<file path="src/design/mspg_pkg.sv">
package mspg_pkg;

    localparam int MASK_W  = 7;
    localparam int POS_W   = 32;
    localparam int CNT_W   = 24;
    localparam int AXIS_W  = 3;
    localparam int CFG_W   = 24;
    localparam int CFG_IDX_W = 4;

    localparam logic [1:0] OP_TICK  = 2'd0;
    localparam logic [1:0] OP_NUDGE = 2'd1;
    localparam logic [1:0] OP_SET   = 2'd2;

    localparam logic [CFG_IDX_W-1:0] REG_ALWAYS_ON = 4'd0;

    localparam logic [CNT_W-1:0] TIMEOUT_RESET = 24'd6666;

    typedef enum logic [1:0] {
        PH_IDLE = 2'd0,
        PH_HIGH = 2'd1,
        PH_LOW  = 2'd2
    } t_phase;

    typedef enum logic [2:0] {
        ST_IDLE,
        ST_TICK,
        ST_RD,
        ST_FIN,
        ST_DONE
    } t_state;

    typedef struct packed {
        logic [1:0]              opcode;
        logic [AXIS_W-1:0]       axis_index;
        logic                    nudge_up;
        logic signed [POS_W-1:0] target_value;
    } t_in_word;

    typedef struct packed {
        logic [MASK_W-1:0]       step_mask;
        logic [MASK_W-1:0]       dir_mask;
        logic [MASK_W-1:0]       enable_mask;
        logic signed [POS_W-1:0] position;
        logic                    at_target;
    } t_out_word;

    // One memory word per axis.
    typedef struct packed {
        logic [CNT_W-1:0] idle_count;
        logic [POS_W-1:0] target;
        logic [POS_W-1:0] current;
    } t_axis_word;

endpackage

</file>
<file path="src/design/multi_axis_step_pulse_generator.sv">
// A tick word sweeps every axis: one axis is read, updated and written back per memory
// cycle, then the addressed axis is read once more for the readback. A nudge, set or
// unused opcode goes straight to that readback. One word is in work at a time: the next
// is taken only after the result word of the last has moved into the output register.
// Synchronous active-low reset clears the state machine, the per-axis flags and the memory
// valid bits, so every axis reads back as all zero.
module multi_axis_step_pulse_generator
    import mspg_pkg::*;
#(
    parameter int AXES = 7
) (
    input  logic                 i_clk,
    input  logic                 i_rst_n,
    // input word channel
    input  logic                 i_in_valid,
    output logic                 o_in_stall,
    input  t_in_word             i_in,
    // result word channel
    output logic                 o_out_valid,
    input  logic                 i_out_stall,
    output t_out_word            o_out,
    // configuration writes
    input  logic                 i_cfg_we,
    input  logic [CFG_IDX_W-1:0] i_cfg_index,
    input  logic [CFG_W-1:0]     i_cfg_data
);

    localparam int AW = (AXES > 1) ? $clog2(AXES) : 1;
    localparam int CW = $clog2(AXES + 1);
    localparam int MW = $bits(t_axis_word);
    localparam logic [AXIS_W-1:0] AXES_A = AXIS_W'(AXES);
    localparam logic [CW-1:0]     AXES_C = CW'(AXES);

    // Configuration registers. Timeout registers beyond the axis count are never read,
    // so they are not kept.
    logic [MASK_W-1:0] r_always_on;
    logic [CNT_W-1:0]  r_timeout [AXES];

    always_ff @(posedge i_clk) begin
        if (!i_rst_n) begin
            r_always_on <= '0;
            for (int i = 0; i < AXES; i++) begin
                r_timeout[i] <= TIMEOUT_RESET;
            end
        end else if (i_cfg_we) begin
            if (i_cfg_index == REG_ALWAYS_ON) begin
                r_always_on <= i_cfg_data[MASK_W-1:0];
            end
            for (int i = 0; i < AXES; i++) begin
                if (i_cfg_index == CFG_IDX_W'(i + 1)) begin
                    r_timeout[i] <= i_cfg_data[CNT_W-1:0];
                end
            end
        end
    end

    // Control state and the small per-axis flags that feed the pin masks directly.
    t_state           r_state, n_state;
    t_in_word         r_item;
    logic [CW-1:0]    r_idx;      // next axis to read during a tick
    logic             r_pv;       // memory data for r_pidx arrives this cycle
    logic [AW-1:0]    r_pidx;
    t_phase           r_phase [AXES];
    logic [AXES-1:0]  r_en;
    logic [AXES-1:0]  r_dir;
    logic [AXES-1:0]  r_vld;      // memory entry written since reset
    logic             r_rv;       // valid bit of the entry being read
    logic             r_ov;
    t_out_word        r_out;
    t_out_word        r_res;

    // Memory port controls.
    logic             w_we;
    logic [AW-1:0]    w_wr_addr;
    t_axis_word       w_wr_data;
    logic [AW-1:0]    w_rd_addr;
    logic [MW-1:0]    w_rd_raw;
    t_axis_word       w_q;

    logic             w_accept;
    logic             w_out_free;
    logic             w_axis_ok;
    logic             w_edit;
    logic             w_tick_last;

    assign w_accept   = i_in_valid && !o_in_stall;
    assign w_out_free = !r_ov || !i_out_stall;
    assign w_axis_ok  = r_item.axis_index < AXES_A;
    assign w_edit     = w_axis_ok &&
                        (r_item.opcode == OP_NUDGE || r_item.opcode == OP_SET);
    assign w_tick_last = r_pv && (r_idx == AXES_C);

    mspg_ram #(
        .WIDTH (MW),
        .DEPTH (AXES)
    ) u_axis_mem (
        .i_clk     (i_clk),
        .i_we      (w_we),
        .i_wr_addr (w_wr_addr),
        .i_wr_data (w_wr_data),
        .i_rd_addr (w_rd_addr),
        .o_rd_data (w_rd_raw)
    );

    // An entry never written reads as the reset value, all zero.
    assign w_q = r_rv ? t_axis_word'(w_rd_raw) : '0;

    // Tick update of the axis whose data is at the memory output.
    t_phase           n_phase;
    logic             n_en;
    logic             n_dir;
    t_axis_word       n_tick_word;
    logic             w_sgt;

    assign w_sgt = $signed(w_q.target) > $signed(w_q.current);

    always_comb begin
        n_phase     = r_phase[r_pidx];
        n_en        = r_en[r_pidx];
        n_dir       = r_dir[r_pidx];
        n_tick_word = w_q;
        unique case (r_phase[r_pidx])
            PH_HIGH: begin
                // Target may have moved during the pulse; step up if above, else down.
                n_tick_word.current = w_sgt ? w_q.current + 1'b1 : w_q.current - 1'b1;
                n_phase             = PH_LOW;
            end
            PH_LOW: begin
                n_phase = PH_IDLE;
            end
            PH_IDLE: begin
                if (w_q.current != w_q.target) begin
                    n_tick_word.idle_count = '0;
                    n_en                   = 1'b1;
                    n_dir                  = w_sgt;
                    n_phase                = PH_HIGH;
                end else if (!r_always_on[r_pidx]) begin
                    if (w_q.idle_count < r_timeout[r_pidx]) begin
                        n_tick_word.idle_count = w_q.idle_count + 1'b1;
                    end else begin
                        n_en = 1'b0;
                    end
                end
            end
            default: begin
                n_phase = PH_IDLE;
            end
        endcase
    end

    // Nudge or set of the addressed axis target.
    t_axis_word       n_edit_word;

    always_comb begin
        n_edit_word = w_q;
        if (r_item.opcode == OP_SET) begin
            n_edit_word.target = r_item.target_value;
        end else if (r_item.nudge_up) begin
            n_edit_word.target = w_q.target + 1'b1;
        end else begin
            n_edit_word.target = w_q.target - 1'b1;
        end
    end

    // Result word, formed once all state for the item is final.
    logic [MASK_W-1:0] w_step_mask;
    logic [MASK_W-1:0] w_dir_mask;
    logic [MASK_W-1:0] w_en_mask;

    always_comb begin
        w_step_mask = '0;
        w_dir_mask  = '0;
        w_en_mask   = '0;
        for (int i = 0; i < AXES; i++) begin
            w_step_mask[i] = r_phase[i] == PH_HIGH;
            w_dir_mask[i]  = r_dir[i];
            w_en_mask[i]   = r_en[i];
        end
    end

    t_out_word n_res;

    always_comb begin
        n_res.step_mask   = w_step_mask;
        n_res.dir_mask    = w_dir_mask;
        n_res.enable_mask = w_en_mask;
        n_res.position    = '0;
        n_res.at_target   = 1'b0;
        if (w_axis_ok) begin
            n_res.position = w_q.current;
            if (w_edit) begin
                n_res.at_target = w_q.current == n_edit_word.target;
            end else begin
                n_res.at_target = w_q.current == w_q.target;
            end
        end
    end

    // Next state.
    always_comb begin
        n_state = r_state;
        unique case (r_state)
            ST_IDLE: begin
                if (w_accept) begin
                    n_state = (i_in.opcode == OP_TICK) ? ST_TICK : ST_RD;
                end
            end
            ST_TICK: begin
                if (w_tick_last) begin
                    n_state = ST_RD;
                end
            end
            ST_RD:   n_state = ST_FIN;
            ST_FIN:  n_state = ST_DONE;
            ST_DONE: begin
                if (w_out_free) begin
                    n_state = ST_IDLE;
                end
            end
            default: n_state = ST_IDLE;
        endcase
    end

    // State outputs: memory port and handshake.
    always_comb begin
        o_in_stall = 1'b1;
        w_we       = 1'b0;
        w_wr_addr  = r_item.axis_index[AW-1:0];
        w_wr_data  = n_edit_word;
        w_rd_addr  = r_item.axis_index[AW-1:0];
        unique case (r_state)
            ST_IDLE: begin
                o_in_stall = 1'b0;
            end
            ST_TICK: begin
                w_we      = r_pv;
                w_wr_addr = r_pidx;
                w_wr_data = n_tick_word;
                w_rd_addr = (r_idx < AXES_C) ? r_idx[AW-1:0] : '0;
            end
            ST_FIN: begin
                w_we = w_edit;
            end
            default: begin
            end
        endcase
    end

    always_ff @(posedge i_clk) begin
        if (!i_rst_n) begin
            r_state <= ST_IDLE;
            r_idx   <= '0;
            r_pv    <= 1'b0;
            r_en    <= '0;
            r_dir   <= '0;
            r_vld   <= '0;
            r_ov    <= 1'b0;
            for (int i = 0; i < AXES; i++) begin
                r_phase[i] <= PH_IDLE;
            end
        end else begin
            r_state <= n_state;
            if (w_accept) begin
                r_idx <= '0;
                r_pv  <= 1'b0;
            end else if (r_state == ST_TICK) begin
                r_pv <= r_idx < AXES_C;
                if (r_idx < AXES_C) begin
                    r_idx <= r_idx + 1'b1;
                end
            end
            if (r_state == ST_TICK && r_pv) begin
                r_phase[r_pidx] <= n_phase;
                r_en[r_pidx]    <= n_en;
                r_dir[r_pidx]   <= n_dir;
            end
            if (w_we) begin
                r_vld[w_wr_addr] <= 1'b1;
            end
            if (r_state == ST_DONE && w_out_free) begin
                r_ov <= 1'b1;
            end else if (!i_out_stall) begin
                r_ov <= 1'b0;
            end
        end
    end

    // Payload registers.
    always_ff @(posedge i_clk) begin
        r_rv <= r_vld[w_rd_addr];
        if (r_state == ST_TICK) begin
            r_pidx <= r_idx[AW-1:0];
        end
        if (w_accept) begin
            r_item <= i_in;
        end
        if (r_state == ST_FIN) begin
            r_res <= n_res;
        end
        if (r_state == ST_DONE && w_out_free) begin
            r_out <= r_res;
        end
    end

    assign o_out_valid = r_ov;
    assign o_out       = r_out;

    // A step pulse is only ever raised on an energized driver.
    a_step_energized: assert property (@(posedge i_clk) disable iff (!i_rst_n)
        (w_step_mask & ~w_en_mask) == '0)
        else $error("step pulse on a de-energized axis");

    // The memory is written only while an item is being worked on.
    a_write_window: assert property (@(posedge i_clk) disable iff (!i_rst_n)
        w_we |-> (r_state == ST_TICK || r_state == ST_FIN))
        else $error("axis memory written outside item work");

    // The tick sweep never runs past the last axis.
    a_idx_bound: assert property (@(posedge i_clk) disable iff (!i_rst_n)
        r_idx <= AXES_C)
        else $error("tick sweep index out of range");

    // A new result word is only produced by the hand-off state.
    a_out_source: assert property (@(posedge i_clk) disable iff (!i_rst_n)
        (o_out_valid && !$past(o_out_valid)) |-> $past(r_state == ST_DONE))
        else $error("result word appeared without hand-off");

    // No input word is taken while a sweep is in progress.
    a_no_accept_busy: assert property (@(posedge i_clk) disable iff (!i_rst_n)
        (r_state == ST_TICK) |-> o_in_stall)
        else $error("input accepted during tick sweep");

endmodule

</file>
<file path="src/design/mspg_ram.sv">
module mspg_ram #(
    parameter int WIDTH = 8,
    parameter int DEPTH = 8
) (
    input  logic                                   i_clk,
    input  logic                                   i_we,
    input  logic [((DEPTH > 1) ? $clog2(DEPTH) : 1)-1:0] i_wr_addr,
    input  logic [WIDTH-1:0]                       i_wr_data,
    input  logic [((DEPTH > 1) ? $clog2(DEPTH) : 1)-1:0] i_rd_addr,
    output logic [WIDTH-1:0]                       o_rd_data
);

    logic [WIDTH-1:0] r_mem [DEPTH];

    always_ff @(posedge i_clk) begin
        if (i_we) begin
            r_mem[i_wr_addr] <= i_wr_data;
        end
        o_rd_data <= r_mem[i_rd_addr];
    end

endmodule

</file>
<file path="config.mk">
export PLATFORM = sky130hd
export DESIGN_NAME = multi_axis_step_pulse_generator
export DESIGN_NICKNAME = d
export VERILOG_FILES = /design/src/design/mspg_pkg.sv /design/src/design/multi_axis_step_pulse_generator.sv /design/src/design/mspg_ram.sv
export SDC_FILE = /design/constraint.sdc
export NUM_CORES = 2
export LEC_CHECK = 0
export ABC_CLOCK_PERIOD_IN_PS = 7000
export BUFFER_PORTS_ARGS = -buffer_cell sky130_fd_sc_hd__buf_2
export CAP_MARGIN = 20
export CORE_ASPECT_RATIO = 1.1
export CORE_MARGIN = 4
export CORE_UTILIZATION = 50
export DETAILED_ROUTE_END_ITERATION = 16
export PLACE_DENSITY = 0.69
export SYNTH_ARGS = -nofsm -noshare
export SYNTH_HDL_FRONTEND = slang
export SYNTH_SLANG_ARGS = --single-unit
</file>
<file path="constraint.sdc">
create_clock -name i_clk -period 7 [get_ports i_clk]
set_input_delay 1.05 -clock i_clk [delete_from_list [all_inputs] [get_ports i_clk]]
set_output_delay 1.05 -clock i_clk [all_outputs]
set_load 0.005 [all_outputs]
</file>
==> impl_metrics.tcl <==
set metrics [dict create \
    fin_crit_ps 6498 \
    root_buffer "clkbuf_16" \
    die_h_microns 333.5 \
    fin_util_pct 56.59 \
    clockBufferDepth 3 \
    ant_nets 0 \
    n_fill_cell 7690 \
    routabilityCongestion 0.9880 \
    setup_tns_ps 0 \
    crit_path_max_fanout 36 \
    grt_max_degree 175 \
    pin_count 127 \
    cpLargestDelayFamily "compound AO/OA/AOI/OAI gates" \
    final_common_cell "edfxtp_1" \
    place_ws_ps 366.5 \
    cp-start-kind "flop" \
    ys.flop_type "edfxtp_1" \
    mostFrequentLayoutCells "edfxtp_1 (947), nand2_1 (583), o21ai_0 (305)" \
    final_nets 4053 \
    wl_microns 121100 \
    clkTransAtPathRegs_ps 60 \
    placed_cell_area_sq_um 50340 \
    skew_ps 44.91 \
    avgSynthCellArea_sq_um 12.79 \
    worst_path_largest_cell_delay_ps 570 \
    ys_warn_count 0 \
    clock_latency_ps 710 \
    leakage_nw 19.56 \
    die_w_microns 303.9 \
    antennaDiodeCount 0 \
    cpMostUsedCell "nand2_1" \
    slew_violations 0 \
    worstMarginPinSlew_ps 1238 \
    via_per_inst 5.929 \
    synth_edf_count 947 \
    use_met2_pct 38.39 \
    post-route-drc-count 0 \
    syn_to_final_growth_pct 12.32 \
    seqCellArea_sq_um 31050 \
    htree_levels 3 \
    ys_ff_latch 1077 \
    power_per_cell_area_nw_per_um2 347.8 \
    wl_per_cell_microns 23.15 \
    p_total_mw 18.82 \
    multi_input_area_sq_um 16040 \
    cts_tree "built" \
    synth_area_sq_um 48160 \
    dr.pass1.iters 7 \
    grt_pass1_vias 30112 \
    grt_pass1_wl_microns 184300 \
    core_sq_um 95590 \
    arrival_ps 6920 \
    ir_drop_mv 0.2967 \
    worstSetupPathType "reg2reg" \
    top_usage_layer "met2" \
    cp_slowest_cell "or4b_1" \
    met3_usage_pct 3.372 \
    crit_required_ps 7420 \
    synth.distinct_cells 104 \
    synth-xor-area-share_pct 1.923 \
    cp_num_buf_inv 3 \
    maxCapViolCount 0 \
    drive_gt1_share_pct 13.89 \
    outcome "completed" \
    cts.sinks 1077 \
    slew_headroom_pct 17.49 \
    synth_nets 3950 \
    synth-simple-area-share_pct 11.92 \
    met1_usage_pct 32.77 \
    synth-async-reset-ratio_pct 0 \
    hold_class "reg2reg" \
    fin_crit_sh_pct 92.82 \
    synth_top_family_by_area "simple AND/OR/NAND/NOR gates" \
    dpl.hpwl_microns 76760 \
    grt_antenna_before_repair 2 \
    rows 119 \
    cts_hold_buf 0 \
    grt_usage_pct 23.47 \
    synth_adder_area_share_pct 2.993 \
    grt_overflow 0 \
    synth_compound_area_share_pct 8.841 \
    fin_ws_ps 502.5 \
    hold_viol_final 0 \
    ys_seq_area_share_pct 64.45 \
    cp-end-kind "flop" \
    port-buffer-count 126 \
    fin_area_sq_um 54100 \
    syn_inst 3766 \
    rsz0062_at_grt "no" \
    path_cells "buf_12 > nand2_1 > ha_1 > nand4_1 > nor2_1 > o211ai_1 > or4b_1 > nand2_1 > mux2i_1 > inv_1 > buf_4 > ha_1 > a21o_1 > a21o_1 > a21oi_1 > o221a_2 > o21ai_0 > a41oi_1 > a21oi_1 > a211oi_1 > xnor2_1 > nand2_1 > o21ai_1" \
    fmax_mhz 153.9 \
    drt-initial-drc-count 3133 \
    num_vias 31017 \
    cts_buffers 105 \
    finalSetupViolations 0 \
    synthMuxAreaShare_pct 7.290 \
    die_area_sq_um 101400 \
    initial_utilization_pct 50.38 \
]
## through the flow
step / cells / hold slack, ps
2_1_floorplan: 3766 / 400.3
3_3_place_gp: 5029 / 401.0
3_5_place_dp: 5029 / 404.5
4_1_cts: 5228 / 414.2
5_1_grt: 5231 / 413.5
6_report: 5231 / 413.2
## worst paths after layout
kind / depth (start not counted) / to / from / slack (ps)
max: 23 / u_axis_mem.r_mem[3][28] / r_rv / 500
min: 0 / o_out[32] / r_res[32] / 410
max reg2reg: 23 / u_axis_mem.r_mem[3][28] / r_rv / 500
min reg2reg: 0 / o_out[32] / r_res[32] / 410
## logic make-up after synthesis
family	after synthesis
adder cells (fa/ha/maj)	115
buffers and inverters	304
multiplexers	202
AO/OA/AOI/OAI	688
AND/OR/NAND/NOR	1284
flip-flops	1077
XOR/XNOR	96
## timing repair
item	4_1_cts	5_1_grt
setup endpoints to repair	0	28
resized for setup	0	1
setup buffers	0	1
## report_power, final
group / switching, mW / leakage (nW) / total (mW) / internal, mW
logic: 2.93 / 8.06 / 4.57 / 1.64
registers: 0.515 / 9.70 / 8.32 / 7.80
clock network: 2.42 / 1.80 / 5.93 / 3.51
## area by class of cell
type                       instances  share of cell area [%]
clock buffer                     144                   5.408
clock inverter                    55                   1.473
inverter                         102                  0.7078
multi-input combinational       2385                   29.64
sequential                      1077                   57.40
tap                             1270                   2.937
timing repair buffer             198                   2.433
## state kept, by name, indices dropped and copies added (netlist names), named ones only
signal	cells
o_out	54
r_vld	7
u_axis_mem.r_mem	616
r_res	54
r_timeout	168
r_item	38
r_state	3
r_dir	7
r_idx	3
r_en	7
r_pv	1
r_rv	1
r_pidx	3
r_phase	16
r_always_on	7
u_axis_mem.o_rd_data	88
o_out_valid	1
## worst register-to-register path, cell delays in order (launching register included)
cell and delay [ps]:
dfxtp_4 560, buf_12 260, nand2_1 220, ha_1 450, nand4_1 120, nor2_1 230
o211ai_1 180, or4b_1 570, nand2_1 100, mux2i_1 90, inv_1 400, buf_4 350
ha_1 330, a21o_1 180, a21o_1 160, a21oi_1 180, o221a_2 200, o21ai_0 160
a41oi_1 430, a21oi_1 180, a211oi_1 340, xnor2_1 160, nand2_1 60, o21ai_1 300
## cell usage after synthesis (all sizes together) (44+ instances only)
master / number / area share, %
mux2i: 77 / 1.6
inv: 101 / 0.79
clkbuf: 158 / 1.3
a21o: 45 / 0.70
dfxtp: 130 / 5.4
and2: 46 / 0.60
o21ai: 314 / 3.3
buf: 44 / 0.46
nand3: 156 / 1.6
nor3: 44 / 0.48
edfxtp: 947 / 59
mux4: 118 / 5.5
ha: 112 / 2.9
a21oi: 111 / 1.2
xnor2: 51 / 0.93
nor2: 281 / 2.2
nand2: 586 / 4.6
## routing by layer
metal  part of all wire (%)  wire (microns)
met4                    3.1            3766
met3                    7.3            8818
met2                     48           57530
met5                      0               0
met1                     42           50970
Note: power is estimated with default switching activity, not from simulation.
